## config.mk

```make
export PLATFORM = sky130hd
export DESIGN_NAME = oprf_cmd_fifo
export DESIGN_NICKNAME = d
export VERILOG_FILES = /design/src/design/oprf_pkg.sv /design/src/design/oprf_cmd_fifo.sv
export SDC_FILE = /design/constraint.sdc
export NUM_CORES = 1
export LEC_CHECK = 0
export BUFFER_PORTS_ARGS = -buffer_cell sky130_fd_sc_hd__buf_2
export CAP_MARGIN = 25
export CORE_ASPECT_RATIO = 0.5
export CORE_MARGIN = 2
export CORE_UTILIZATION = 40
export DETAILED_ROUTE_END_ITERATION = 16
export MAX_ROUTING_LAYER = met4
export PLACE_DENSITY_LB_ADDON = 0.15
export SKIP_LAST_GASP = 1
export SLEW_MARGIN = 10
export SYNTH_ARGS = -nofsm -noshare
export SYNTH_HDL_FRONTEND = slang
export SYNTH_SLANG_ARGS = --single-unit
```

## constraint.sdc

```tcl
create_clock -name clk -period 3.1 [get_ports clk]
set_input_delay 0.155 -clock clk [delete_from_list [all_inputs] [get_ports clk]]
set_output_delay 0.155 -clock clk [all_outputs]
set_load 0.1 [all_outputs]
```

## src/design/oprf_pkg.sv

```systemverilog
// ----------------------------------------------------------------------------
// oprf_pkg
// Shared types and constants of the page-mode frame store with bus transfer
// generation: opcodes, controller command bytes, the command queue entry and
// the result word.
// ----------------------------------------------------------------------------
package oprf_pkg;

	// default geometry of the frame store
	localparam int PAGES_DEF   = 8;
	localparam int COLUMNS_DEF = 128;

	// field widths of a queued command (sized for up to 16 pages)
	localparam int PAGE_W = 4;
	localparam int ROW_W  = 7;

	// depth of the queue between front and back
	localparam int FIFO_DEPTH = 2;

	// controller command and control bytes
	localparam logic [7:0] CTRL_CMD      = 8'h80;
	localparam logic [7:0] PAGE_ADDR_CMD = 8'hB0;
	localparam logic [7:0] COL_HI_CMD    = 8'h10;
	localparam logic [7:0] COL_LO_MASK   = 8'h0F;
	localparam logic [7:0] CTRL_DATA     = 8'h40;
	localparam logic [7:0] CONTRAST_CMD  = 8'h81;

	typedef enum logic [1:0] {
		OP_DRAW       = 2'd0,
		OP_CLEAR_SEND = 2'd1,
		OP_SEND       = 2'd2,
		OP_CONTRAST   = 2'd3
	} opcode_t;

	// classified request as it travels through the queue
	typedef struct packed {
		opcode_t           kind;
		logic [PAGE_W-1:0] page;
		logic [ROW_W-1:0]  row_lo;
		logic [ROW_W-1:0]  row_hi;
		logic [6:0]        column;
		logic [7:0]        contrast;
	} cmd_t;

	// one result word
	typedef struct packed {
		logic [63:0] data_word;
		logic [3:0]  byte_count;
		logic        transfer_start;
		logic        transfer_end;
		logic        last;
	} word_t;

endpackage

```

## src/design/oprf_cmd_fifo.sv

```systemverilog
// ----------------------------------------------------------------------------
// oprf_cmd_fifo
// Short queue of classified commands between the front and the back.
// ----------------------------------------------------------------------------
module oprf_cmd_fifo (
	input  logic           clk,
	input  logic           arst_n,
	input  logic           push_valid,
	output logic           push_ready,
	input  oprf_pkg::cmd_t push_cmd,
	output logic           pop_valid,
	input  logic           pop_ready,
	output oprf_pkg::cmd_t pop_cmd
);

	localparam int PTR_W = $clog2(oprf_pkg::FIFO_DEPTH);
	localparam int CNT_W = $clog2(oprf_pkg::FIFO_DEPTH + 1);

	oprf_pkg::cmd_t    entry_q [oprf_pkg::FIFO_DEPTH];
	logic [PTR_W-1:0]  wr_ptr_q;
	logic [PTR_W-1:0]  rd_ptr_q;
	logic [CNT_W-1:0]  count_q;
	logic              push;
	logic              pop;

	assign push_ready = count_q != CNT_W'(oprf_pkg::FIFO_DEPTH);
	assign pop_valid  = count_q != '0;
	assign pop_cmd    = entry_q[rd_ptr_q];
	assign push       = push_valid && push_ready;
	assign pop        = pop_valid && pop_ready;

	// pointers and fill level
	always_ff @(posedge clk or negedge arst_n) begin
		if (!arst_n) begin
			wr_ptr_q <= '0;
			rd_ptr_q <= '0;
			count_q  <= '0;
		end else begin
			if (push) begin
				wr_ptr_q <= PTR_W'(wr_ptr_q + 1'b1);
			end
			if (pop) begin
				rd_ptr_q <= PTR_W'(rd_ptr_q + 1'b1);
			end
			if (push && !pop) begin
				count_q <= CNT_W'(count_q + 1'b1);
			end else if (pop && !push) begin
				count_q <= CNT_W'(count_q - 1'b1);
			end
		end
	end

	// entry storage
	always_ff @(posedge clk) begin
		if (push) begin
			entry_q[wr_ptr_q] <= push_cmd;
		end
	end

endmodule

```

==> flow_summary.ini, run 1 <==
[global_route]
grt_antenna_before_repair = 0
grt_pass1_vias = 1461
grt_max_degree = 36
track_usage_pct = 12.7
grt_pass1_wl_um = 6940
grt_overflow = 0

[clocking]
cts_tree = yes
ctsResizeCount = 0
clk_latency_ns = 0.32
post-cts-setup-buffer-count = 0
cts_buffers = 9
clk_path_buf_depth = 2
cts_root_buf = clkbuf_16
clkTransAtPathRegs_ns = 0.06
htree_num_levels = 3
hold_buffers = 1
cts.sinks = 74

[logic_synthesis]
synthDistinctLibCells = 15
synth-seq-cells = 74
synth_top_area_cell = edfxtp_1
synth.area.top_cells = edfxtp_1 73%, mux2_4 15%, dfrtp_1 3.5%, mux2_2 2.4%, buf_12 2.1%
ys_seq_area_share_pct = 76.7
ys_warn_count = 0
avgSynthCellArea_um2 = 22.6
syn_inst = 127
syn_area_um2 = 2870
netlist.area_leader.share_pct = 73.2
syn_nets = 167

[routing]
wire_per_inst_um = 14.6
drt_pass1_iterations = 4
finalWirelength_um = 4520
drt-initial-drc-count = 106
final_antenna_net_count = 0
drc = 0
vias_per_cell = 4.41
vias = 1368

[die]
chipWidth_um = 124
coreArea_um2 = 6810
die_area_um2 = 7910
initial_core_util_pct = 42.2
num_io_pins = 76
row_count = 21
die_h_um = 63.9

[sta]
worst_pin_slew_ns = 0.836
fmax_mhz = 460
hold_viol_final = 0
tns_ns = 0
slew_viol_final = 0
finalClockSkew_ns = 0.00410
timing.final.crit_share_pct = 70.1
layout_setup_ws_ns = 0.926
slew_headroom_pct = 44.3
min_period_ns = 2.17
rsz0062_at_grt = no
final-setup-viol-count = 0

[layout]
fin_nets = 253
area_delta_synth_final_pct = 25.9
mostFrequentLayoutCells = 75 x buf_2, 70 x edfxtp_1, 29 x mux2_4, 9 x clkbuf_16, 6 x mux2_2
drive_gt1_share_pct = 60.6
layout.cells.non_filler = 310
diodes = 0
layout_commonest_cell = buf_2

[setup_path]
crit_family = flip-flops
cp_cell_sequence = buf_4, mux2_4, buf_2
cp-start-kind = flip-flop
slowest_stage = dfrtp_2
crit_type = reg -> out
end_kind = output port
worstPathBufferInverterCount = 2
cp_data_required_time_ns = 2.94
max_stage_delay_ns = 0.75
arrival_ns = 2.02
crit_fanout = 21

[placement]
place_ws_ns = 1.23
dpl.hpwl_um = 3040
gp_congestion = 0.649
placed_cells = 293
portBuffers = 75

[job]
drv_cap = 0

[status]
status = finished, final reports clean

[min_path]
hold_path.class = in -> reg
## cell families (layout without fill, tap and decap cells)
logic type | count (synthesis) | count (layout) | synth area share, %
XOR/XNOR | 5 | 5 | 1.53
AND/OR/NAND/NOR | 7 | 7 | 1.18
multiplexers | 35 | 35 | 17.5
adder cells (fa/ha/maj) | 1 | 1 | 0.436
flip-flops | 74 | 74 | 76.7
buffers and inverters | 5 | 96 | 2.62
## through the flow
stage               utilization, %  hold WS (ns)  cell area, um2
floorplan                        -        -0.141            2870
global placement              48.8       -0.0353            3320
detailed placement            48.8       -0.0298            3320
CTS                           53.1       0.00488            3610
global route                  53.1       0.00211            3610
finish                        53.1        0.0188            3610
## synthesized netlist by cell type, drive strengths merged
cell    instances
edfxtp         70
nor2            2
buf             4
and3            1
mux2           35
inv             1
nand2b          1
ha              1
or2             1
xor2            2
nand2           2
xnor2           3
dfrtp           4
## cell type report
class | instances | area [um2]
sequential | 74 | 2200
tap | 92 | 115
timing repair buffer | 79 | 408
inverter | 1 | 3.75
clock buffer | 10 | 239
multi-input combinational | 48 | 602
clock inverter | 6 | 42.5
fill | 558 | 3190
## metal layers
layer / wire (um) / global-route usage [%]
met2: 2250 / 19.7
met3: 292 / 5.54
met1: 1950 / 14.5
met4: 21 / 5.54
met5: 0 / -
## path summary, 6_finish.rpt
check | cells past startpoint | slack [ns] | to | start
max | 3 | 0.93 | pop_cmd[33] | rd_ptr_q$_DFFE_PN0P_
min | 1 | 0.02 | entry_q[0][32]$_DFFE_PP_ | push_cmd[32]
max in group asynchronous | 2 | 2.80 | rd_ptr_q$_DFFE_PN0P_ | arst_n
min reg2reg | 1 | 0.49 | count_q[1]$_DFFE_PN0P_ | count_q[1]$_DFFE_PN0P_
min in group asynchronous | 2 | 0.17 | count_q[0]$_DFFE_PN0P_ | arst_n
max reg2reg | 4 | 1.26 | entry_q[0][15]$_DFFE_PP_ | count_q[0]$_DFFE_PN0P_
## registers in the layout (all words and copies together), names as in the netlist
| register | cells |
|---|---|
| entry_q | 70 |
| wr_ptr_q | 1 |
| rd_ptr_q | 1 |
| count_q | 2 |
Power of run 1 is left out: the tool's default activity adds up to more than one toggle a clock period on the data nets, which glitch-free logic cannot reach.
==> run 2, diff against run 1 <==
--- a/config.mk
+++ b/config.mk
@@ -5,6 +5,7 @@
 export SDC_FILE = /design/constraint.sdc
 export NUM_CORES = 1
 export LEC_CHECK = 0
+export ABC_AREA = 1
 export BUFFER_PORTS_ARGS = -buffer_cell sky130_fd_sc_hd__buf_2
 export CAP_MARGIN = 25
 export CORE_ASPECT_RATIO = 0.5
==> constraint.sdc (replaced) <==
create_clock -name clk -period 2 [get_ports clk]
set_input_delay 0.1 -clock clk [delete_from_list [all_inputs] [get_ports clk]]
set_output_delay 0.1 -clock clk [all_outputs]
set_load 0.1 [all_outputs]
==> run 2 against run 1 <==
Against the previous run: largest cell class unchanged; synthesized cell count is 66% higher; sequential cell count unchanged; sequential share of layout area is 4.8 points lower.
==> flow_summary.ini, run 2 <==
[global_route]
grt_pass1_vias = 1928
grt_max_degree = 37
track_usage_pct = 16.1
grt_antenna_before_repair = 0
grt_overflow = 0
grt_pass1_wl_um = 8780

[routing]
vias = 1865
finalWirelength_um = 5440
final_antenna_net_count = 0
vias_per_cell = 4.35
drt_pass1_iterations = 4
drt-initial-drc-count = 131
wire_per_inst_um = 12.7
drc = 0

[layout]
largest_register_ffs = 70
largest_register = entry_q
reg_top3 = entry_q: 70 flops, count_q: 2 flops
drive_gt1_share_pct = 32.6
fin_nets = 372
mostFrequentLayoutCells = 102 x nand2_1, 75 x buf_2, 70 x edfxtp_1, 36 x dlygate4sd3_1, 13 x nand2_2
area_delta_synth_final_pct = 38.5
final_cell_area_um2 = 3920
layout_commonest_cell = nand2_1
diodes = 0

[die]
chipWidth_um = 123
die_h_um = 63.5
row_count = 21
num_io_pins = 76
die_area_um2 = 7810
initial_core_util_pct = 41.9
coreArea_um2 = 6750

[placement]
placed_area_um2 = 3300
portBuffers = 75
dpl.hpwl_um = 3420
gp_congestion = 0.721

[setup_path]
cp_cell_sequence = buf_4, nand2_1, nand2_1, buf_2
max_stage_delay_ns = 0.52
slowest_stage = dfrtp_2
crit_top_cell = nand2_1
crit_type = reg -> out
worstPathBufferInverterCount = 2
crit_family = buffers and inverters
cp-start-kind = flip-flop
crit_fanout = 14
end_kind = output port
arrival_ns = 1.71
cp_data_required_time_ns = 1.90

[clocking]
cts_tree = yes
clk_latency_ns = 0.33
cts.sinks = 74
clkTransAtPathRegs_ns = 0.05
clk_path_buf_depth = 2
cts_buffers = 9
cts_root_buf = clkbuf_16
htree_num_levels = 3

[sta]
fmax_mhz = 551
timing.final.crit_share_pct = 90.7
min_period_ns = 1.81
hold_viol_final = 0
rsz0062_at_grt = no
tns_ns = 0
slew_headroom_pct = 67.1
finalClockSkew_ns = 0.00539
slew_viol_final = 0
worst_pin_slew_ns = 0.497
final-setup-viol-count = 0

[status]
status = finished, final reports clean

[logic_synthesis]
synth_most_common_cell = nand2_1
synth_top_area_cell = edfxtp_1
synth-seq-cells = 74
synthAdderAreaFrac_pct = 0.442
ys_async_sr_fraction_pct = 5.41
synthDistinctLibCells = 16
synth_compound_area_share_pct = 0
ys_seq_area_share_pct = 77.8
synth.area.top_cells = edfxtp_1 74%, nand2_1 14%, dfrtp_1 3.5%, nand2_2 2.9%, buf_6 1.2%
synth_top_family_by_area = simple AND/OR/NAND/NOR gates
avgSynthCellArea_um2 = 13.4
synth_common_cells = 102 x nand2_1, 70 x edfxtp_1, 13 x nand2_2, 5 x inv_1, 4 x dfrtp_1
netlist.area_leader.share_pct = 74.3
synth_ff_type = edfxtp_1
syn_area_um2 = 2830
syn_nets = 251
synth-xor-area-share_pct = 0.619
synthMuxAreaShare_pct = 0
synth-edff-count = 70
synth-simple-area-share_pct = 17.2
ys_warn_count = 0
syn_inst = 211

[job]
drv_cap = 0

[min_path]
hold_path.class = in -> reg
==> run 2: changes by cell type after synthesis, moves of 3 or more <==
cell	previous run	this run
nand2_1	2	102
mux2_2	6	0
nand2_2	0	13
mux2_4	29	0
inv_1	1	5
buf_4	0	3
==> run 2: tightest hold or removal path, stage by stage <==
cell	delay (ns)
buf_2	0.09
nand3_1	0.07
nand2_1	0.07
==> run 2: stage by stage <==
step                      hold slack [ns]  setup slack [ns]  utilization [%]  cells
after floorplan                    -0.196            -0.353                -    211
after global placement            -0.0861             0.418             48.9    377
final                              0.0278             0.186             58.1    429
after detailed placement          -0.0862             0.392             48.9    377
after global routing               0.0224            0.0915             58.1    429
after CTS                          0.0194            0.0354             58.0    429
==> run 2: layout make-up <==
class                           count  area (um2)
Timing Repair Buffer              117         781
Clock buffer                       11         233
Tap cell                           92         115
Sequential cell                    74        2200
Inverter                            7        33.8
Multi-Input combinational cell    123         533
Clock inverter                      5        21.3
Fill cell                         572        2830
==> run 2: kinds of logic (layout without fill, tap and decap cells) <==
logic type | after synthesis | in the layout
simple gates | 120 | 120
flops | 74 | 74
buf+inv | 14 | 140
xor+xnor | 2 | 2
fa+ha+maj | 1 | 1
==> run 2: metal layers <==
| metal | part of all wire, % | wire, um | track usage (%) | vias to the layer above |
|---|---|---|---|---|
| met5 | 0 | 0 | - | - |
| met4 | 1.0 | 57 | 5.60 | 0 |
| met3 | 6.1 | 332 | 6.70 | 5 |
| met2 | 47 | 2540 | 25.3 | 41 |
| met1 | 46 | 2510 | 18.6 | 873 |
| li1 | - | - | - | 946 |
==> run 2: final timing paths <==
check | from | depth (start not counted) | end | slack (ns)
worst min register to register | count_q[1]$_DFFE_PN0P_ | 2 | count_q[1]$_DFFE_PN0P_ | 0.52
worst min-delay path | pop_ready | 3 | rd_ptr_q$_DFFE_PN0P_ | 0.03
worst max-delay path | rd_ptr_q$_DFFE_PN0P_ | 4 | pop_cmd[22] | 0.19
min in group asynchronous | arst_n | 2 | rd_ptr_q$_DFFE_PN0P_ | 0.10
worst max register to register | count_q[0]$_DFFE_PN0P_ | 9 | count_q[1]$_DFFE_PN0P_ | 0.53
max in group asynchronous | arst_n | 2 | rd_ptr_q$_DFFE_PN0P_ | 1.77
==> run 2: repair_timing <==
action	in CTS	in global routing
endpoints found under the setup margin	0	29
resized for setup	0	1
hold buffers	36	0
endpoints found under the hold margin	74	0
setup buffers	0	0
Power of run 2 is left out for the same reason.
==> run 3, diff against run 2 <==
--- a/config.mk
+++ b/config.mk
@@ -13,7 +13,7 @@
 export CORE_UTILIZATION = 40
 export DETAILED_ROUTE_END_ITERATION = 16
 export MAX_ROUTING_LAYER = met4
-export PLACE_DENSITY_LB_ADDON = 0.15
+export PLACE_DENSITY = 0.64
 export SKIP_LAST_GASP = 1
 export SLEW_MARGIN = 10
 export SYNTH_ARGS = -nofsm -noshare
==> run 3 against run 2 <==
Against the previous run: sequential share of layout area decreased by 0.90 points; worst hold slack improved by 0.0095 ns; design area increased by 1.6%; via count increased by 1.9%; global-route usage decreased by 0.59 points; final cell count unchanged; routed wire length increased by 2.0%; maximum frequency increased by 2.2%; critical path depth unchanged; core utilization increased by 0.94 points; first-iteration DRC count decreased by 30%; largest cell class unchanged.
==> flow_summary.ini, run 3 (same netlist as run 2, synthesis figures left out) <==
[min_path]
min_from = pop_ready
whs_endpoint = rd_ptr_q$_DFFE_PN0P_
hold_path.class = in -> reg
min_delay_path_depth = 3

[layout]
diodes = 0
largest_register = entry_q
drive_gt1_share_pct = 34.1
layout.cells.non_filler = 429
area_delta_synth_final_pct = 40.8
layout_commonest_cell = nand2_1
largest_register_ffs = 70
fin_nets = 372
reg_top3 = entry_q: 70 flops, count_q: 2 flops
mostFrequentLayoutCells = 102 x nand2_1, 75 x buf_2, 70 x edfxtp_1, 36 x dlygate4sd3_1, 13 x nand2_2
nFillCells = 535

[sta]
hold_viol_final = 0
timing.final.crit_share_pct = 88.8
slew_headroom_pct = 67.6
rsz0062_at_grt = no
min_period_ns = 1.78
finalClockSkew_ns = 0.00529
slew_viol_final = 0
fmax_mhz = 563
final-setup-viol-count = 0
layout_setup_ws_ns = 0.225
worst_pin_slew_ns = 0.490

[setup_path]
critical_path.reg2reg.endpoint = count_q[1]$_DFFE_PN0P_
crit_top_cell = nand2_1
max_stage_delay_ns = 0.51
arrival_ns = 1.68
crit_fanout = 36
crit_family = buffers and inverters
r2r_slack_ns = 0.53
cp_data_required_time_ns = 1.90
cp-start-kind = flip-flop
worstPathBufferInverterCount = 2
r2r_start = count_q[0]$_DFFE_PN0P_
end_kind = output port
cp_cell_sequence = inv_8, nand2_1, nand2_1, buf_2
slowest_stage = dfrtp_2
reg2reg_depth = 9
crit_type = reg -> out

[routing]
finalWirelength_um = 5550
vias_per_cell = 4.43
drc = 0
vias = 1901
drt-initial-drc-count = 92
wire_per_inst_um = 12.9
final_antenna_net_count = 0
drt_pass1_iterations = 4

[clocking]
htree_num_levels = 3
clk_path_buf_depth = 2
cts_root_buf = clkbuf_16
clkTransAtPathRegs_ns = 0.06
cts_tree = yes
clk_latency_ns = 0.33
cts_buffers = 9
post-cts-setup-buffer-count = 0
cts.sinks = 74

[job]
drv_cap = 0

[global_route]
grt_max_degree = 37
grt_antenna_before_repair = 0
grt_pass1_vias = 1873
grt_overflow = 0
track_usage_pct = 15.5
grt_pass1_wl_um = 8660

[placement]
portBuffers = 75
dpl.hpwl_um = 3560
gp_congestion = 0.722
place_ws_ns = 0.458
placed_cells = 377

[die]
chipWidth_um = 123
row_count = 21
coreArea_um2 = 6750
initial_core_util_pct = 41.9
die_area_um2 = 7810
die_h_um = 63.5
num_io_pins = 76

[status]
status = finished, final reports clean
## run 3: layer usage
layer,GRT usage [%],routed length (um)
met1,16.6,2260
met2,26.9,3000
met3,4.89,227
met4,6.03,54
met5,-,0
## run 3: cell type report
cell class	count	area, um2	share of cell area, %
sequential	74	2200	55.3
inverter	7	33.8	0.848
clock inverter	7	80.1	2.01
multi-input combinational	123	533	13.4
clock buffer	9	225	5.65
timing repair buffer	117	793	19.9
tap	92	115	2.89
## run 3: how the worst max path moves through the flow
stage	startpoint	end	cells after the start
6_report	rd_ptr_q$_DFFE_PN0P_	pop_cmd[29]	4
5_1_grt	rd_ptr_q$_DFFE_PN0P_	pop_cmd[12]	4
4_1_cts	rd_ptr_q$_DFFE_PN0P_	pop_cmd[2]	4
3_5_place_dp	rd_ptr_q$_DFFE_PN0P_	pop_cmd[27]	4
3_3_place_gp	rd_ptr_q$_DFFE_PN0P_	pop_cmd[27]	4
2_1_floorplan	count_q[0]$_DFFE_PN0P_	entry_q[0][0]$_DFFE_PP_	4
## run 3: through the flow
stage,hold slack (ns),utilization [%],setup TNS [ns],cell area (um2)
3_3_place_gp,-0.0880,49.1,0,3320
6_report,0.0372,59.0,0,3980
5_1_grt,0.0471,59.0,0,3980
3_5_place_dp,-0.0835,49.1,0,3320
2_1_floorplan,-0.196,-,-24.70,2840
4_1_cts,0.0381,59.0,0,3980
## run 3: timing repair
action | in CTS | in global routing
setup endpoints to repair | 0 | 2
gates resized for setup | 0 | 1
hold endpoints to repair | 74 | 0
hold buffers | 36 | 0
## run 3: tightest hold or removal path, stage by stage
cell	delay (ns)
buf_2	0.10
nand3_1	0.07
nand2_1	0.06
Power of run 3 is left out for the same reason.
