<file path="src/design/oprf_pkg.sv">
// ----------------------------------------------------------------------------
// oprf_pkg
// Shared types and constants of the page-mode frame store with bus transfer
// generation: opcodes, controller command bytes, the command queue entry and
// the result word.
// ----------------------------------------------------------------------------
package oprf_pkg;

	// default geometry of the frame store
	localparam int PAGES_DEF   = 8;
	localparam int COLUMNS_DEF = 128;

	// field widths of a queued command (sized for up to 16 pages)
	localparam int PAGE_W = 4;
	localparam int ROW_W  = 7;

	// depth of the queue between front and back
	localparam int FIFO_DEPTH = 2;

	// controller command and control bytes
	localparam logic [7:0] CTRL_CMD      = 8'h80;
	localparam logic [7:0] PAGE_ADDR_CMD = 8'hB0;
	localparam logic [7:0] COL_HI_CMD    = 8'h10;
	localparam logic [7:0] COL_LO_MASK   = 8'h0F;
	localparam logic [7:0] CTRL_DATA     = 8'h40;
	localparam logic [7:0] CONTRAST_CMD  = 8'h81;

	typedef enum logic [1:0] {
		OP_DRAW       = 2'd0,
		OP_CLEAR_SEND = 2'd1,
		OP_SEND       = 2'd2,
		OP_CONTRAST   = 2'd3
	} opcode_t;

	// classified request as it travels through the queue
	typedef struct packed {
		opcode_t           kind;
		logic [PAGE_W-1:0] page;
		logic [ROW_W-1:0]  row_lo;
		logic [ROW_W-1:0]  row_hi;
		logic [6:0]        column;
		logic [7:0]        contrast;
	} cmd_t;

	// one result word
	typedef struct packed {
		logic [63:0] data_word;
		logic [3:0]  byte_count;
		logic        transfer_start;
		logic        transfer_end;
		logic        last;
	} word_t;

endpackage

</file>
<file path="src/design/oprf_if.sv">
// ----------------------------------------------------------------------------
// oprf_if
// Valid/ready channels of the frame store: the request channel and the
// transfer word channel.
// ----------------------------------------------------------------------------

// request channel
interface oprf_op_if;
	logic       valid;
	logic       ready;
	logic [1:0] opcode;
	logic [6:0] x_column;
	logic [5:0] y_start;
	logic [6:0] line_height;
	logic [2:0] page_index;
	logic [7:0] contrast_level;

	modport source (
		output valid, opcode, x_column, y_start, line_height, page_index, contrast_level,
		input  ready
	);
	modport sink (
		input  valid, opcode, x_column, y_start, line_height, page_index, contrast_level,
		output ready
	);
endinterface


</file>
<file path="src/design/oprf_front.sv">
// ----------------------------------------------------------------------------
// oprf_front
// Accepts requests, clips line draws to the store, drops requests that
// produce nothing and registers the classified command for the queue.
// ----------------------------------------------------------------------------
module oprf_front #(
	parameter int PAGES   = oprf_pkg::PAGES_DEF,
	parameter int COLUMNS = oprf_pkg::COLUMNS_DEF
) (
	input  logic          clk,
	input  logic          arst_n,
	input  logic          wipe_busy,
	oprf_op_if.sink       op_chan,
	output logic          cmd_valid,
	input  logic          cmd_ready,
	output oprf_pkg::cmd_t cmd
);

	localparam int         ROWS       = PAGES * 8;
	localparam logic [7:0] ROW_LIMIT  = 8'(ROWS);
	localparam logic [7:0] LAST_ROW   = 8'(ROWS - 1);
	localparam logic [8:0] COL_LIMIT  = 9'(COLUMNS);
	localparam logic [4:0] PAGE_LIMIT = 5'(PAGES);

	logic           accept;
	logic           keep;
	logic           draw_ok;
	logic           page_ok;
	logic [7:0]     row_end;
	logic [7:0]     row_top;
	logic [7:0]     row_clip;
	oprf_pkg::cmd_t cmd_n;
	logic           cmd_v_s1;
	oprf_pkg::cmd_t cmd_s1;

	assign op_chan.ready = !wipe_busy && (!cmd_v_s1 || cmd_ready);
	assign accept        = op_chan.valid && op_chan.ready;

	// line extent, clipped at the bottom row of the store
	always_comb begin
		row_end  = {2'b00, op_chan.y_start} + {1'b0, op_chan.line_height};
		row_top  = row_end - 8'd1;
		row_clip = (row_top > LAST_ROW) ? LAST_ROW : row_top;
		draw_ok  = ({2'b00, op_chan.x_column} < COL_LIMIT) && (op_chan.line_height != 7'd0)
			&& ({2'b00, op_chan.y_start} < ROW_LIMIT);
		page_ok  = {2'b00, op_chan.page_index} < PAGE_LIMIT;
	end

	// classify the request
	always_comb begin
		cmd_n.kind     = oprf_pkg::opcode_t'(op_chan.opcode);
		cmd_n.page     = {1'b0, op_chan.page_index};
		cmd_n.row_lo   = {1'b0, op_chan.y_start};
		cmd_n.row_hi   = row_clip[6:0];
		cmd_n.column   = op_chan.x_column;
		cmd_n.contrast = op_chan.contrast_level;
		case (oprf_pkg::opcode_t'(op_chan.opcode))
			oprf_pkg::OP_DRAW:       keep = draw_ok;
			oprf_pkg::OP_CLEAR_SEND: keep = page_ok;
			oprf_pkg::OP_SEND:       keep = page_ok;
			oprf_pkg::OP_CONTRAST:   keep = 1'b1;
			default:                 keep = 1'b0;
		endcase
	end

	// command register toward the queue
	always_ff @(posedge clk or negedge arst_n) begin
		if (!arst_n) begin
			cmd_v_s1 <= 1'b0;
		end else if (accept) begin
			cmd_v_s1 <= keep;
		end else if (cmd_ready) begin
			cmd_v_s1 <= 1'b0;
		end
	end

	always_ff @(posedge clk) begin
		if (accept) begin
			cmd_s1 <= cmd_n;
		end
	end

	assign cmd_valid = cmd_v_s1;
	assign cmd       = cmd_s1;

endmodule

</file>
<file path="src/flat_wrapper.sv">
// flat-port wrapper written by rule: the top's interface ports become plain ports
module oprf_front_flat 
#(
	parameter int PAGES   = oprf_pkg::PAGES_DEF,
	parameter int COLUMNS = oprf_pkg::COLUMNS_DEF
)
  (clk, arst_n, wipe_busy, cmd_valid, cmd_ready, cmd, op_chan_valid, op_chan_opcode, op_chan_x_column, op_chan_y_start, op_chan_line_height, op_chan_page_index, op_chan_contrast_level, op_chan_ready);
  oprf_op_if op_chan_i ();
  input  logic clk;
  input  logic arst_n;
  input  logic wipe_busy;
  output logic cmd_valid;
  input  logic cmd_ready;
  output oprf_pkg::cmd_t cmd;
  input wire logic [$bits(op_chan_i.valid)-1:0] op_chan_valid;
  input wire logic [$bits(op_chan_i.opcode)-1:0] op_chan_opcode;
  input wire logic [$bits(op_chan_i.x_column)-1:0] op_chan_x_column;
  input wire logic [$bits(op_chan_i.y_start)-1:0] op_chan_y_start;
  input wire logic [$bits(op_chan_i.line_height)-1:0] op_chan_line_height;
  input wire logic [$bits(op_chan_i.page_index)-1:0] op_chan_page_index;
  input wire logic [$bits(op_chan_i.contrast_level)-1:0] op_chan_contrast_level;
  output wire logic [$bits(op_chan_i.ready)-1:0] op_chan_ready;
  assign op_chan_i.valid = op_chan_valid;
  assign op_chan_i.opcode = op_chan_opcode;
  assign op_chan_i.x_column = op_chan_x_column;
  assign op_chan_i.y_start = op_chan_y_start;
  assign op_chan_i.line_height = op_chan_line_height;
  assign op_chan_i.page_index = op_chan_page_index;
  assign op_chan_i.contrast_level = op_chan_contrast_level;
  assign op_chan_ready = op_chan_i.ready;
  oprf_front #(.PAGES(PAGES), .COLUMNS(COLUMNS)) u_core (.clk(clk), .arst_n(arst_n), .wipe_busy(wipe_busy), .op_chan(op_chan_i), .cmd_valid(cmd_valid), .cmd_ready(cmd_ready), .cmd(cmd));
endmodule
</file>
<file path="config.mk">
export PLATFORM = sky130hd
export DESIGN_NAME = oprf_front_flat
export DESIGN_NICKNAME = d
export VERILOG_FILES = /design/src/design/oprf_pkg.sv /design/src/design/oprf_if.sv /design/src/design/oprf_front.sv /design/src/flat_wrapper.sv
export SDC_FILE = /design/constraint.sdc
export NUM_CORES = 1
export LEC_CHECK = 0
export ABC_CLOCK_PERIOD_IN_PS = 2300
export BUFFER_PORTS_ARGS = -buffer_cell sky130_fd_sc_hd__buf_2
export CAP_MARGIN = 20
export CORE_MARGIN = 8
export CORE_UTILIZATION = 45
export DETAILED_ROUTE_END_ITERATION = 10
export PLACE_DENSITY = 0.79
export SKIP_LAST_GASP = 1
export SLEW_MARGIN = 15
export SYNTH_ARGS = -nofsm -noshare
export SYNTH_HDL_FRONTEND = slang
export SYNTH_SLANG_ARGS = --single-unit
</file>
<file path="constraint.sdc">
create_clock -name clk -period 2.3 [get_ports clk]
set_input_delay 0.23 -clock clk [delete_from_list [all_inputs] [get_ports clk]]
set_output_delay 0.23 -clock clk [all_outputs]
set_load 0.05 [all_outputs]
</file>
==> results of run 1 <==
-- per-layer routing --
layer | share of wire [%] | global-route usage (%) | vias up
met5 | 0 | 0 | -
met4 | 2.6 | 8.48 | 0
met3 | 14 | 6.13 | 7
met2 | 49 | 22.9 | 64
met1 | 35 | 11.5 | 538
li1 | - | - | 555
-- cells in the final DEF (no fill, tap or decap), drive strengths merged --
cell type | Yosys | final
a21o | 2 | 2
fa | 1 | 1
nand3b | 3 | 3
buf | 2 | 72
nand4 | 1 | 1
nand3 | 4 | 4
o21ai | 2 | 2
a22o | 1 | 1
clkinv | 0 | 2
a31oi | 1 | 1
a2111oi | 1 | 1
nor3b | 1 | 1
dfrtp | 1 | 1
a21oi | 3 | 3
o31ai | 1 | 1
inv | 27 | 27
o211ai | 1 | 1
ha | 12 | 12
or4 | 1 | 1
xnor2 | 1 | 1
o2111ai | 1 | 1
nor2 | 2 | 2
nor4b | 1 | 1
edfxtp | 33 | 33
nor4 | 1 | 1
dlygate4sd3 | 0 | 1
o211a | 1 | 1
clkbuf | 0 | 6
xor2 | 2 | 2
and2 | 1 | 1
conb | 1 | 3
a211oi | 2 | 2
nor3 | 1 | 1
-- area by class of cell --
cell class / count / area (µm²)
Fill cell: 251 / 1290
Timing Repair Buffer: 73 / 370
Sequential cell: 34 / 1020
Clock inverter: 2 / 8.76
Inverter: 27 / 101
Multi-Input combinational cell: 51 / 448
Tap cell: 46 / 57.6
Clock buffer: 6 / 41.3
-- registers in the layout, indices dropped and copies added, names as in the netlist --
name              cells
u_core.cmd           33
u_core.cmd_valid      1
-- metrics by stage --
stage / total power [W] / utilization (%) / worst slack [ns] / hold WS (ns)
after global routing: 0.00145 / 61.2 / 0.111 / 0.0358
after floorplan: 0.00100 / - / 0.137 / -0.0656
after detailed placement: 0.00109 / 59.4 / -0.0805 / 0.00627
final: 0.00138 / 61.2 / 0.271 / 0.0666
after CTS: 0.00139 / 61.2 / 0.303 / 0.0570
after global placement: 0.00109 / 59.4 / 0.0249 / 0.00518
-- power groups by stage --
stage / logic [W] / clock network [W] / registers [W]
6_report: 0.000355 / 0.000298 / 0.000727
5_1_grt: 0.000383 / 0.000332 / 0.000730
4_1_cts: 0.000356 / 0.000307 / 0.000728
3_5_place_dp: 0.000353 / 0 / 0.000742
3_3_place_gp: 0.000345 / 0 / 0.000740
2_1_floorplan: 0.000159 / 0 / 0.000843
-- worst paths after layout --
check | start | endpoint | slack (ns) | depth (start not counted)
setup / recovery | op_chan_line_height[2] | u_core.cmd[18] | 0.27 | 9
setup reg to reg | u_core.cmd_valid | u_core.cmd[0] | 0.70 | 2
min in group asynchronous | arst_n | u_core.cmd_valid | 0.20 | 2
max in group asynchronous | arst_n | u_core.cmd_valid | 2.02 | 2
hold reg to reg | u_core.cmd_valid | u_core.cmd_valid | 0.57 | 1
hold / removal | op_chan_contrast_level[1] | u_core.cmd[1] | 0.07 | 1
-- cell families (layout without fill, tap and decap cells) --
family / Yosys count / count (layout) / synth area share (%)
AOI/OAI and AO/OA: 16 / 16 / 8.78
and+or+nand+nor: 16 / 16 / 6.23
DFF: 34 / 34 / 64.8
xor gates and xnor gates: 3 / 3 / 1.68
buffers and inverters: 29 / 108 / 7.42
adders and majority gates: 13 / 13 / 10.9
other: 1 / 3 / 0.239
-- worst max-delay path, stage by stage --
cell and delay [ns]:
buf_2 0.08, inv_1 0.05, ha_1 0.27, inv_1 0.07
ha_1 0.32, a211oi_1 0.36, nor4b_1 0.15, a2111oi_4 0.44
nand3_1 0.14
==> key figures, run 1 <==
Global routing
  – GRT Residual Overflow: 0
  – Initial antenna violation count: 0
  – Vias in the first global route: 1,143
  – Largest net degree at the start of global routing: 35
  – Total global-route track usage: 13.0%
  – First-pass GRT wire length: 5200 µm

Timing
  – Minimum clock period: 2.03 ns
  – Post-route clock period utilization: 88.2%
  – RSZ-0062 raised after global routing: false
  – Final hold violations: 0
  – F_max: 493 MHz
  – Final number of setup-violating endpoints: 0
  – Sum Neg Setup Slack: 0 ns
  – Measured slew at the worst slew-check pin: 0.740 ns
  – Pins Over Slew Limit: 0
  – Worst rel slew slack: 50.7%
  – Worst clock skew: 0.00881 ns

Setup path
  – Worst-path fanout max: 6
  – Crit path DAT: 2.09 ns
  – Crit end category: register
  – Req. time, crit path: 2.36 ns
  – Kind of critical path: in -> reg
  – Startpoint types: input pin

Placement
  – IO buf count: 72
  – DP Area: 1980 µm²
  – Dpl hpwl: 2890 µm
  – Gpl congestion: 0.807
  – Placed Instances: 230

Yosys
  – Yosys Warn Count: 0
  – Flops & latches, synth: 34
  – Cells after Synth: 112
  – Post-synthesis cell type count: 31
  – Cell taking the most area after synthesis: edfxtp_1
  – Post-synthesis sequential area ratio: 64.8%
  – Netlist Area Pre-Place: 1570 µm²
  – Syn avg cell area: 14.0 µm²
  – Main flop type after synthesis: edfxtp_1
  – Async S/R FF share, synth: 2.94%
  – EDFF count, synth: 33
  – Commonest cells in the netlist: 33 x edfxtp_1, 27 x inv_1, 12 x ha_1, 4 x nand3_1
  – Top-count cell post-synth: edfxtp_1
  – Synth top area share: 63.2%
  – Top cells by area, synth: edfxtp_1 63%, ha_1 9.6%, inv_1 6.5%

Finish
  – Layout Area Growth over Synthesis: 30.3%
  – Final Cell Area: 2040 µm²
  – Final nets: 243
  – Fraction of layout cells with a size suffix above 1: 42.5%
  – ANT cells: 0
  – Fin cells: 239

CTS
  – CTS Hold Buffers Added: 1
  – Post-CTS Setup Inserts: 0
  – Clock Tree Root: clkbuf_4
  – # H-tree levels: 2
  – Clock Sinks: 34
  – Clock Latency Late Sink: 0.33 ns
  – Post-cts repair resize count: 0
  – Clock-pin slew on the worst setup and hold paths: 0.09 ns
  – Max clock buf depth: 2
  – CTS tree: yes
  – TritonCTS buffer count: 5

Drt
  – Detailed Route WL: 3560 µm
  – Avg WL per Cell: 14.9 µm
  – Remaining DRCs: 0
  – Antenna-violating nets left: 0
  – DR pass1 iterations: 4
  – Starting DRC count in detailed routing: 62
  – DR vias/cell: 4.87
  – Vias: 1,164

Floorplanning
  – Die width: 75.0 µm
  – Die area: 5630 µm²
  – Initial Util: 47.0%
  – Std cell rows: 21
  – Die Height: 75.0 µm
  – Num ports: 75
  – Placeable Area: 3340 µm²

Power and ir drop
  – Switching share of power: 31.4%
  – Power Internal: 0.000947 W
  – Clk pwr share: 21.6%
  – Static leakage: 0.945 nW
  – Logic gate share of total power: 25.7%
  – Worst vdd ir: 0.000258 V
  – Power share of the sequential group: 52.7%
  – Pwr Density: 676 nW/µm²
  – Net switching power: 0.000433 W

Status
  – Status: complete, no violations

Worst hold path
  – Path type of the worst min-delay path: in -> reg

Run
  – Max-cap violation count: 0
Power figures use the tool's default switching activity.
==> inputs of run 2 (changes only) <==
--- a/config.mk
+++ b/config.mk
@@ -5,13 +5,14 @@
 export SDC_FILE = /design/constraint.sdc
 export NUM_CORES = 1
 export LEC_CHECK = 0
-export ABC_CLOCK_PERIOD_IN_PS = 2300
+export ABC_AREA = 1
+export ABC_CLOCK_PERIOD_IN_PS = 2250
 export BUFFER_PORTS_ARGS = -buffer_cell sky130_fd_sc_hd__buf_2
 export CAP_MARGIN = 20
 export CORE_MARGIN = 8
 export CORE_UTILIZATION = 45
 export DETAILED_ROUTE_END_ITERATION = 10
-export PLACE_DENSITY = 0.79
+export PLACE_DENSITY = 0.8
 export SKIP_LAST_GASP = 1
 export SLEW_MARGIN = 15
 export SYNTH_ARGS = -nofsm -noshare
==> constraint.sdc (replaced) <==
create_clock -name clk -period 2.25 [get_ports clk]
set_input_delay 0.225 -clock clk [delete_from_list [all_inputs] [get_ports clk]]
set_output_delay 0.225 -clock clk [all_outputs]
set_load 0.05 [all_outputs]
==> run 2 against run 1 <==
Effect of this change:
- largest cell class unchanged
- sequential power is 2% higher
- count of clock-buffer cells in the layout rose by 1
- combinational power is 3% lower
==> key figures, run 2 <==
Yosys
  – Post-synthesis cell type count: 19 (was 31)
  – Cells after Synth: 124 (was 112)
  – Cell taking the most area after synthesis: edfxtp_1 (unchanged)
  – Main flop type after synthesis: edfxtp_1 (unchanged)
  – Top cells by area, synth: edfxtp_1 65%, ha_1 9.8%, inv_1 8.1% (was edfxtp_1 63%, ha_1 9.6%, inv_1 6.5%)
  – Commonest cells in the netlist: 33 x edfxtp_1, 33 x inv_1, 14 x nand2_1, 12 x ha_1, 9 x nand3_1 (was 33 x edfxtp_1, 27 x inv_1, 12 x ha_1, 4 x nand3_1)
  – EDFF count, synth: 33 (unchanged)
  – Async S/R FF share, synth: 2.94% (unchanged)
  – Syn avg cell area: 12.4 µm² (was 14.0 µm²)
  – Netlist Area Pre-Place: 1530 µm² (was 1570 µm²)
  – Synth top area share: 64.7% (was 63.2%)
  – Yosys Warn Count: 0 (unchanged)
  – Post-synthesis sequential area ratio: 66.3% (was 64.8%)
  – Flops & latches, synth: 34 (unchanged)

Worst hold path
  – Min-delay src: op_chan_contrast_level[6] (was op_chan_contrast_level[1])
  – WHS Endpoint: u_core.cmd[6] (was u_core.cmd[1])
  – WHS Path Cells: 1 (unchanged)
  – Path type of the worst min-delay path: in -> reg (unchanged)

Floorplanning
  – Initial Util: 46.3% (was 47.0%)
  – Die area: 5530 µm² (was 5630 µm²)
  – Num ports: 75 (unchanged)
  – Std cell rows: 21 (unchanged)
  – Placeable Area: 3310 µm² (was 3340 µm²)
  – Die Height: 74.3 µm (was 75.0 µm)
  – Die width: 74.3 µm (was 75.0 µm)

Placement
  – Pre-CTS setup slack: 0.165 ns (was -0.0805 ns)
  – Gpl congestion: 0.849 (was 0.807)
  – Dpl hpwl: 2760 µm (was 2890 µm)
  – IO buf count: 72 (unchanged)

Power and ir drop
  – Power share of the sequential group: 49.2% (was 52.7%)
  – Power Internal: 0.00107 W (was 0.000947 W)
  – Static leakage: 1.01 nW (was 0.945 nW)
  – Pwr Density: 732 nW/µm² (was 676 nW/µm²)
  – Clk pwr share: 28.0% (was 21.6%)
  – Switching share of power: 28.6% (was 31.4%)
  – Overall power: 0.00150 W (was 0.00138 W)
  – Worst vdd ir: 0.000290 V (was 0.000258 V)
  – Logic gate share of total power: 22.8% (was 25.7%)
  – Net switching power: 0.000430 W (was 0.000433 W)

CTS
  – Clock Latency Late Sink: 0.32 ns (was 0.33 ns)
  – Post-cts repair resize count: 0 (unchanged)
  – Clock Sinks: 34 (unchanged)
  – Clock Tree Root: clkbuf_4 (unchanged)
  – TritonCTS buffer count: 5 (unchanged)
  – # H-tree levels: 2 (unchanged)
  – Clock-pin slew on the worst setup and hold paths: 0.10 ns (was 0.09 ns)
  – Max clock buf depth: 2 (unchanged)
  – CTS tree: yes (unchanged)
  – Post-CTS Setup Inserts: 0 (unchanged)

Timing
  – Pins Over Slew Limit: 0 (unchanged)
  – F_max: 574 MHz
  – Minimum clock period: 1.74 ns
  – Final WS setup: 0.508 ns (was 0.271 ns)
  – Worst clock skew: 0.00695 ns (was 0.00881 ns)
  – Final number of setup-violating endpoints: 0 (unchanged)
  – RSZ-0062 raised after global routing: false (unchanged)
  – Post-route clock period utilization: 77.4%
  – Final hold violations: 0 (unchanged)
  – Sum Neg Setup Slack: 0 ns (unchanged)

Finish
  – Most common cell after layout, fill and taps aside: buf_2 (unchanged)
  – Commonest non-fill, non-tap cells in the layout: 72 x buf_2, 33 x inv_1, 33 x edfxtp_1, 14 x nand2_1, 12 x ha_1 (was 72 x buf_2, 33 x edfxtp_1, 27 x inv_1, 12 x ha_1, 5 x clkbuf_4)
  – Fill cells: 264 (was 251)
  – Layout Area Growth over Synthesis: 34.1% (was 30.3%)
  – Final nets: 257 (was 243)
  – Max FFs per register: 33 (unchanged)
  – ANT cells: 0 (unchanged)
  – Final Util: 62.0% (was 61.2%)
  – Fraction of layout cells with a size suffix above 1: 39.6% (was 42.5%)

Setup path
  – Kind of critical path: in -> reg (unchanged)
  – Crit end category: register (unchanged)
  – Worst r2r dst: u_core.cmd[13] (was u_core.cmd[0])
  – Worst reg-to-reg setup slack: 0.95 ns (was 0.70 ns)
  – Path depth of the worst reg2reg path: 4 (was 2)
  – Req. time, crit path: 2.33 ns (was 2.36 ns)
  – Crit path DAT: 1.82 ns (was 2.09 ns)
  – Worst-path fanout max: 6 (unchanged)
  – Reg-to-Reg Start: u_core.cmd_valid (unchanged)
  – Startpoint types: input pin (unchanged)

Drt
  – DR pass1 iterations: 4 (unchanged)
  – Vias: 1,090 (was 1,164)
  – DR vias/cell: 4.31 (was 4.87)
  – Antenna-violating nets left: 0 (unchanged)
  – Remaining DRCs: 0 (unchanged)
  – Starting DRC count in detailed routing: 65 (was 62)
  – Detailed Route WL: 3330 µm (was 3560 µm)
  – Avg WL per Cell: 13.2 µm (was 14.9 µm)

Global routing
  – First-pass GRT wire length: 4910 µm (was 5200 µm)
  – Initial antenna violation count: 0 (unchanged)
  – Vias in the first global route: 1,067 (was 1,143)
  – GRT Residual Overflow: 0 (unchanged)
  – Largest net degree at the start of global routing: 20 (was 35)
  – Total global-route track usage: 12.2% (was 13.0%)

Run
  – Max-cap violation count: 0 (unchanged)

Status
  – Status: complete, no violations (unchanged)
==> run 2: changes by cell type after synthesis, moves of 2 or more <==
cell | before | now
a211oi_1 | 2 | 0
a21o_1 | 2 | 0
inv_1 | 27 | 33
nand2_1 | 0 | 14
nand3_1 | 4 | 9
nand3b_1 | 3 | 1
nor2_1 | 2 | 5
==> run 2: worst max-delay path: stages <==
cell	delay (ns)
buf_2	0.07
inv_1	0.05
ha_1	0.27
inv_1	0.04
ha_1	0.22
fa_1	0.40
nand2_1	0.07
nand2_1	0.06
nand3b_1	0.10
nand3_1	0.09
nand2_2	0.13
nand3_1	0.09
==> run 2: cell type report <==
type / instances / area (µm²) / area share, %
Clock buffer: 7 / 45.0 / 2.19
Clock inverter: 1 / 30.0 / 1.46
Inverter: 33 / 124 / 6.03
Multi-Input combinational cell: 57 / 395 / 19.3
Sequential cell: 34 / 1020 / 49.5
Tap cell: 46 / 57.6 / 2.80
Timing Repair Buffer: 75 / 385 / 18.8
==> run 2: worst max-delay path by stage <==
stage / startpoint / to / slack (ns) / depth (start not counted)
floorplan: u_core.cmd_valid / u_core.cmd[0] / 0.18 / 3
global placement: op_chan_line_height[1] / u_core.cmd[17] / 0.21 / 12
detailed placement: op_chan_line_height[1] / u_core.cmd[15] / 0.17 / 12
CTS: op_chan_line_height[1] / u_core.cmd[15] / 0.52 / 12
global route: op_chan_line_height[1] / u_core.cmd[18] / 0.38 / 12
finish: op_chan_line_height[1] / u_core.cmd[18] / 0.51 / 12
==> run 2: routing by layer <==
layer / routed length [µm] / GRT usage [%]
met2: 1590 / 20.5
met4: 68 / 7.83
met1: 1230 / 12.6
met3: 442 / 4.45
met5: 0 / 0
==> run 2: through the flow <==
stage,cell area (µm²),std cells,hold WS [ns]
floorplan,1550,126,-0.0706
global placement,1970,244,-0.000238
detailed placement,1970,244,0.0118
CTS,2050,253,0.0545
global route,2050,253,0.0492
finish,2050,253,0.0676
==> run 2: cells by family (layout without fill, tap and decap cells) <==
kind of cell | Yosys count | in the layout | share of synthesized area, %
DFF | 34 | 34 | 66.3
buffers and inverters | 35 | 116 | 9.07
and+or+nand+nor | 34 | 34 | 10.2
xor gates and xnor gates | 3 | 3 | 1.72
adders and majority gates | 13 | 13 | 11.1
AOI/OAI and AO/OA | 4 | 4 | 1.31
other | 1 | 3 | 0.245
==> run 2: timing repair <==
item | CTS | global route
setup endpoints to repair | 0 | 0
hold endpoints to repair | 1 | 0
hold buffers | 1 | 0
==> run 2: power by group through the flow <==
stage	sequential [W]	combinational [W]	clock (W)
after detailed placement	0.000755	0.000343	0
final	0.000740	0.000343	0.000421
after floorplan	0.000860	0.000145	0
after global placement	0.000754	0.000336	0
after global routing	0.000743	0.000377	0.000454
after CTS	0.000740	0.000345	0.000427
